`src/design/assert_macros.svh`:
```
// Assertion macros used by the top-level RTL file.
`ifndef ASSERT_MACROS_SVH
`define ASSERT_MACROS_SVH

// Check a condition at every clock edge outside reset.
`define ASSERT_ALWAYS(lbl, cond, msg) \
  lbl: assert property (@(posedge clk) disable iff (rst) (cond)) else $error(msg);

// Check that an antecedent implies a consequent in the next cycle.
`define ASSERT_NEXT(lbl, ante, cons, msg) \
  lbl: assert property (@(posedge clk) disable iff (rst) (ante) |=> (cons)) else $error(msg);

`endif

```
`src/design/pswu_ram.sv`:
```
// Generic single-write, single-read RAM with registered read data.
`timescale 1ns / 1ps
`default_nettype none
module pswu_ram #(
  parameter int WIDTH = 8,
  parameter int DEPTH = 16
) (
  input  wire logic                     clk,
  input  wire logic                     wr_en,
  input  wire logic [$clog2(DEPTH)-1:0] wr_addr,
  input  wire logic [WIDTH-1:0]         wr_data,
  input  wire logic [$clog2(DEPTH)-1:0] rd_addr,
  output logic      [WIDTH-1:0]         rd_data
);

  logic [WIDTH-1:0] mem [DEPTH];

  // Write port and registered read port
  always_ff @(posedge clk) begin
    if (wr_en) begin
      mem[wr_addr] <= wr_data;
    end
    rd_data <= mem[rd_addr];
  end

endmodule
`default_nettype wire

```
`config.mk`:
```
export PLATFORM = sky130hd
export DESIGN_NAME = pswu_ram
export DESIGN_NICKNAME = d
export VERILOG_FILES = /design/src/design/assert_macros.svh /design/src/design/pswu_ram.sv
export SDC_FILE = /design/constraint.sdc
export NUM_CORES = 1
export LEC_CHECK = 0
export BUFFER_PORTS_ARGS = -buffer_cell sky130_fd_sc_hd__buf_2
export CAP_MARGIN = 10
export CORE_UTILIZATION = 35
export CTS_CLUSTER_DIAMETER = 60
export DETAILED_ROUTE_END_ITERATION = 8
export GPL_TIMING_DRIVEN = 0
export SLEW_MARGIN = 20
export SYNTH_ARGS = -nofsm -noshare
export SYNTH_HDL_FRONTEND = slang
export SYNTH_SLANG_ARGS = --single-unit
```
`constraint.sdc`:
```
create_clock -name clk -period 2.5 [get_ports clk]
set_clock_uncertainty 0.2 [all_clocks]
set_input_delay 0.25 -clock clk [delete_from_list [all_inputs] [get_ports clk]]
set_output_delay 0.25 -clock clk [all_outputs]
set_load 0.02 [all_outputs]
```
## Word-level counts from Yosys, hierarchy flattened

Memories as Yosys holds them, arrays and structs flattened. A register that Yosys moved wholly into a read port is not among the register bits.
Cells that the tools add are included.

- Register bits: 0
- Latch bits: 0
- RAM bits: 128
- ROM bits: 0
- Input port bits: 18
- Output and inout port bits: 8
- Word-level logic and storage cells: 3
- Memories: 1

- Add/subtract/negate cells: 0
- Multipliers: 0
- Divide/modulo/power cells: 0
- Magnitude comparators: 0
- Equality and inequality tests: 0
- Shift operators: 0
- Multiplexer cells: 2
- Bitwise logic cells: 0
- Reductions and logical operators: 0

Memories:

| memory | depth | bits a word | rd ports | clocked after memory_dff | write ports | RTL line | RTL |
|---|---|---|---|---|---|---|---|
| mem | 16 | 8 | 1 | 1 | 1 | pswu_ram.sv:16 | `logic [WIDTH-1:0] mem [DEPTH];` |

Operator list:

| kind | number |
|---|---|
| $mux 1 | 2 |

## Longest topological paths before layout

Gate-level depths: netlist of the first run.

- Depth after elaboration: 2
- Depth in mapped cells: 5
- Depth with buffers taken out: 3

## Least setup slack after synthesis of the first run

Ideal clock, no wire load.

- Path kind: in2reg
- Start: input port wr_addr[2]
- End: memory mem[0][0] (enable)
- Library setup time: 0.383 ns
- Arrival time: 1.360 ns
- Data required time: 1.917 ns
- Slack: 0.557 ns
- Stages on the path: 2
- Buffers on the path: 0
- Cells stage by stage: or3b_2 nor3_1

RTL lines:

| item | RTL line | RTL |
|---|---|---|
| from (decl) | pswu_ram.sv:10 | `input wire logic [$clog2(DEPTH)-1:0] wr_addr,` |
| to (decl) | pswu_ram.sv:16 |  |

No word-level cell before the write port.

==> results of run 1 <==
==> cell type report <==
cell class	instances	area share, %
flip-flops and latches	136	65.1
multi-input cells	83	17.5
clock buffers	23	7.94
well taps	180	3.66
clock inverters	9	2.36
repair buffers	24	1.95
plain buffers	10	1.40
==> per-stage QoR <==
stage / TNS, ps / hold slack, ps
2_1_floorplan: 0 / 149
3_3_place_gp: -527 / 443
3_5_place_dp: 0 / 460
4_1_cts: 0 / 18.4
5_1_grt: 0 / 19.9
6_report: 0 / 32.8
==> metal layers <==
metal	wire length [um]	up-vias	global-route usage [%]
met5	0	-	0
met4	48	0	4.52
met3	577	4	5.44
met2	4890	66	22.6
met1	4400	1208	19.9
li1	-	1064	-
==> sequential cells by signal, summed over array words and instances (netlist names) <==
| name | count |
|---|---|
| mem | 128 |
| rd_data | 8 |
==> logic make-up after synthesis <==
kind of cell	synth area share, %
buf+inv	1.68
compound gates	2.33
mux	15.0
simple gates	3.18
flops	77.8
==> worst paths after layout <==
kind         slack [ps]    endpoint  startpoint  cells after the start
max                 760  rd_data[3]   mem[1][3]                      3
min                  30   mem[7][5]  wr_data[5]                      1
max reg2reg         760  rd_data[3]   mem[1][3]                      3
min reg2reg         480  rd_data[1]  mem[15][1]                      3
==> power breakdown <==
group	switching [uW]	internal, uW	total [uW]
combinational	160	102	261
sequential	11.1	2550	2560
clock	864	1760	2630
==> cells in the final DEF (no fill, tap or decap) <==
cell type and n:
mux4_1 14, nor2b_1 1, dfxtp_1 8, nor2_1 13, clkinv_1 2, nand2b_1 2, or3b_2 1, clkinvlp_4 1
clkbuf_8 4, mux4_2 18, buf_2 27, nand2_1 9, and2_1 1, clkbuf_16 17, and2b_1 1, clkbuf_1 2
nand3b_1 2, bufinv_16 4, a22oi_1 16, clkinv_2 2, buf_6 3, buf_4 1, nor3_2 4, clkdlybuf4s25_2 3
edfxtp_1 128, nand3_1 1
==> cells in the mapped netlist <==
cell,count
a22oi_1,16
and2b_1,1
nor3_1,4
mux4_2,18
or3b_2,1
nor2b_1,1
nand3_1,1
buf_2,3
nand2_1,9
mux4_1,14
edfxtp_1,128
dfxtp_1,8
and2_1,1
buf_4,1
buf_6,3
nand3b_1,2
nand2b_1,2
nor2_1,13
clkdlybuf4s25_2,3
==> metrics.md, run 1 <==
| Metric | Value |
|---|---|
| Outcome | complete, no violations |
| Yosys top cell area share | 74.7% |
| Avg WL per Cell | 21.3 um |
| Register area | 4000 um^2 |
| Layout cells sized above 1 | 29.8% |
| Initial Utilization | 36.5% |
| Clock period minus worst slack | 1740 ps |
| DR vias | 2342 |
| Family with the most delay on the worst path | multiplexers |
| Hold Crit Class | in2reg |
| CP required | 2570 ps |
| Final setup fails | 0 |
| Setup ws final | 762 ps |
| Final period util | 69.5% |
| DRC viols | 0 |
| CP max FO | 1 |
| Fillcell total | 1202 |
| Slowest stage delay, CP | 540 ps |
| Yosys top cell by area | edfxtp_1 |
| Clk buf depth | 2 |
| RSZ-0062 raised after global routing | false |
| Worst skew pair latency | 410 ps |
| F_max | 0.575 GHz |
| Maximum Capacitance Violations | 0 |
| Cell area after layout | 6150 um^2 |
| Violation count after the first detailed-route iteration | 215 |
| Largest net degree at the start of global routing | 17 |
| Fin. Hold Viols | 0 |
| CP bufs+invs | 0 |
| Final Util | 43.6% |
| Pre-Repair DR Iteration Count | 4 |
| Port-buffer cells | 24 |
| Slew at the pin closest to its max-slew limit | 848 ps |
| Final ANT Viol Nets | 0 |
| Post-Layout Cell Count | 465 |
| ANT cells | 0 |
| Wire length of the first global-routing pass | 14.9 mm |
| Routed vias/inst | 5.04 |
| Syn Area/Cell | 22.5 um^2 |
| Clock-pin slew on the worst setup and hold paths | 50 ps |
| Ranking of synthesized cells by area | edfxtp_1 75%, mux4_2 7.9%, mux4_1 7.1%, dfxtp_1 3.1%, a22oi_1 2.3% |
| Slew Limit Headroom | 43.2% |
| Placed inst area | 5510 um^2 |
| Peak supply drop | 822 uV |
| Crit-path cells | mux4_1 -> a22oi_1 -> nand2_1 |
| Total Routing Usage GR | 14.9% |
| Critical-path top delay cell | mux4_1 |
| #FFs+latches synth | 136 |
| CTS sink cnt | 136 |
| Drt total wl | 9.92 mm |
| Crit path DAT | 1810 ps |
| Seq/Total Area, Yosys | 77.8% |
| Multi-input gate area | 1080 um^2 |
| DP HPWL | 6.37 mm |
| Type of origin of the critical path | flop |
| Die Area | 15200 um^2 |
| H-tree depth | 4 |
| Leakage | 0.00205 uW |
| Synth Instances | 229 |
| Final Power | 5450 uW |
| I/O pins | 26 |
| YS warnings | 0 |
| Cell Area, Synth | 5150 um^2 |
| Setup Buffers After CTS | 0 |
| Yosys cell types | 19 |
| Vias in the first global route | 2449 |
| Area growth from synthesis to layout | 19.4% |
| PostCTS Resize Cnt | 0 |
| PD cells | 887 nW/um^2 |
| Core region area | 14100 um^2 |
| Pre-CTS setup slack | 338 ps |
| Root buf cell | clkbuf_16 |
| Global route overflow | 0 |
| Final nets | 290 |
| Cts hold-fix bufs | 0 |
| Post-Place Cells | 433 |
| Critical Path End Type | flop |
| Die width | 123 um |
| Gp weighted congestion | 0.836 |
| Die H | 123 um |
| CTS Buf Count | 17 |
| Initial antenna violation count | 0 |
| CTS tree | yes |
| Worst Setup Path Type | reg2reg |
| Syn_nets | 247 |
| Pins over their slew limit | 0 |
| Num rows | 43 |
Power figures use the tool's default switching activity.
==> run 2: changes to the inputs <==
Clock period 2.5 ns to 1.55 ns, I/O delays scaled along.
==> metrics.md, run 2 (synthesis gave the netlist of run 1 again) <==
| Metric | Value |
|---|---|
| Total Routing Usage GR | 15.6% |
| Final setup fails | 14 |
| ANT cells | 0 |
| F_max | 0.638 GHz |
| Violation count after the first detailed-route iteration | 189 |
| Register area | 4000 um^2 |
| Clock network fraction of design power | 45.5% |
| Slew Limit Headroom | 38.5% |
| CP required | 1390 ps |
| DRC viols | 0 |
| Reg2Reg Launch Point | mem[3][1] |
| Hold path start | wr_addr[1] |
| Die H | 123 um |
| Maximum Capacitance Violations | 0 |
| Failing checks | setup timing |
| Clock-pin slew on the worst setup and hold paths | 60 ps |
| Switching Share | 21.2% |
| Critical R2R Capture | rd_data[1] |
| Fillcell total | 1218 |
| RSZ-0062 raised after global routing | true |
| Setup Buffers After CTS | 0 |
| Most frequent cells in the layout | 128 x edfxtp_1, 27 x buf_2, 23 x mux4_2 |
| PD cells | 1360 nW/um^2 |
| Pins over their slew limit | 0 |
| Slew at the pin closest to its max-slew limit | 919 ps |
| Worst Setup Path Type | in2reg |
| Max reg flops | 128 |
| Leakage | 0.00202 uW |
| Avg WL per Cell | 22.1 um |
| Outcome | finished with violations |
| Die width | 123 um |
| Root buf cell | clkbuf_16 |
| Die Area | 15200 um^2 |
| Drt total wl | 10.5 mm |
| Commonest non-fill, non-tap cell in the layout | edfxtp_1 |
| Final period util | 101% |
| DR vias | 2467 |
| Final ANT Viol Nets | 0 |
| Number of cells on the worst reg-to-reg path | 3 |
| Clk buf depth | 2 |
| Hold Crit Class | in2reg |
| Pre-Repair DR Iteration Count | 5 |
| Num rows | 43 |
| Layout cells sized above 1 | 33.4% |
| Initial Utilization | 36.5% |
| Port-buffer cells | 24 |
| Critical-path top delay cell | nor3_2 |
| CTS tree | yes |
| Crit-path cells | buf_2 -> or3b_2 -> nor3_2 |
| Vias in the first global route | 2665 |
| CTS Buf Count | 17 |
| Core region area | 14100 um^2 |
| Wire length of the first global-routing pass | 15.9 mm |
| Area growth from synthesis to layout | 20.1% |
| Gp weighted congestion | 0.733 |
| Global route overflow | 0 |
| H-tree depth | 4 |
| Fin. Hold Viols | 0 |
| Initial antenna violation count | 0 |
| Sequential power share | 49.0% |
| Worst skew pair latency | 420 ps |
| CP max FO | 8 |
| Regs by FF count | mem: 128 flops, rd_data: 8 flops |
| Pre-CTS setup slack | -492 ps |
| Slowest stage delay, CP | 610 ps |
| Peak supply drop | 919 uV |
| Routed vias/inst | 5.22 |
| Multi-input gate area | 1100 um^2 |
| Register with the most flip-flops | mem |
| I/O pins | 26 |
| Crit path DAT | 1410 ps |
| DP HPWL | 6.51 mm |
| R2r setup slk | -20 ps |
| Placed inst area | 5510 um^2 |
| Switching power | 1780 uW |
| Critical Path End Type | flop |
| CTS sink cnt | 136 |
| Final nets | 298 |
| Type of origin of the critical path | input port |
| Largest net degree at the start of global routing | 17 |
| Comb power frac | 5.5% |
| Hold depth | 2 |
| Int Pwr | 6640 uW |
| Cell area after layout | 6180 um^2 |
| Setup ws final | -18.5 ps |
| Hold Path End | mem[0][3] |
| Clock period minus worst slack | 1570 ps |
run 2: area by class of cell:
type | count | share of cell area, %
clock inverter | 13 | 2.12
tap | 180 | 3.64
clock buffer | 19 | 7.00
multi-input combinational | 83 | 17.8
buffer | 10 | 1.40
sequential | 136 | 64.8
timing repair buffer | 32 | 3.24
run 2: worst max-delay path, delay by kind of cell:
family	cells	cell delay, ps
buffers and inverters	1	130
AND/OR/NAND/NOR	2	1130
run 2: metrics by stage:
stage               cells  utilization, %  setup TNS [ps]  hold slack, ps  total power, uW
floorplan             229               -           -2140            53.9             4440
global placement      433            39.0          -46810             345             4620
detailed placement    433            39.1          -38990             363             4640
CTS                   473            43.8            -782            61.4             8470
global route          473            43.9           -3110            82.0             8650
finish                473            43.9            -167            91.7             8430
run 2: repair_timing:
action,in CTS,in global routing
hold buffers,8,0
endpoints found under the hold margin,128,0
resized for setup,12,2
pin swaps,5,1
setup endpoints to repair,31,39
run 2: worst max-delay path by stage:
| stage | end | startpoint |
|---|---|---|
| final | mem[0][0] | wr_addr[2] |
| after global routing | mem[3][0] | wr_addr[2] |
| after CTS | mem[3][0] | wr_addr[2] |
| after detailed placement | mem[3][1] | wr_addr[2] |
| after global placement | mem[8][3] | wr_addr[2] |
| after floorplan | mem[3][0] | wr_addr[2] |
run 2: metal layers:
metal  GRT usage [%]  wire length [um]  vias to the layer above
met5               0                 0                        -
met4            6.48               224                        0
met3            4.94               617                       17
met2            24.6              5240                       85
met1            20.0              4380                     1297
li1                -                 -                     1068
run 2: power by group through the flow:
stage	registers, uW	clock network (uW)	logic, uW
6_report	4130	3840	461
5_1_grt	4140	4020	495
3_3_place_gp	4200	0	421
4_1_cts	4130	3880	464
2_1_floorplan	4240	0	209
3_5_place_dp	4210	0	432
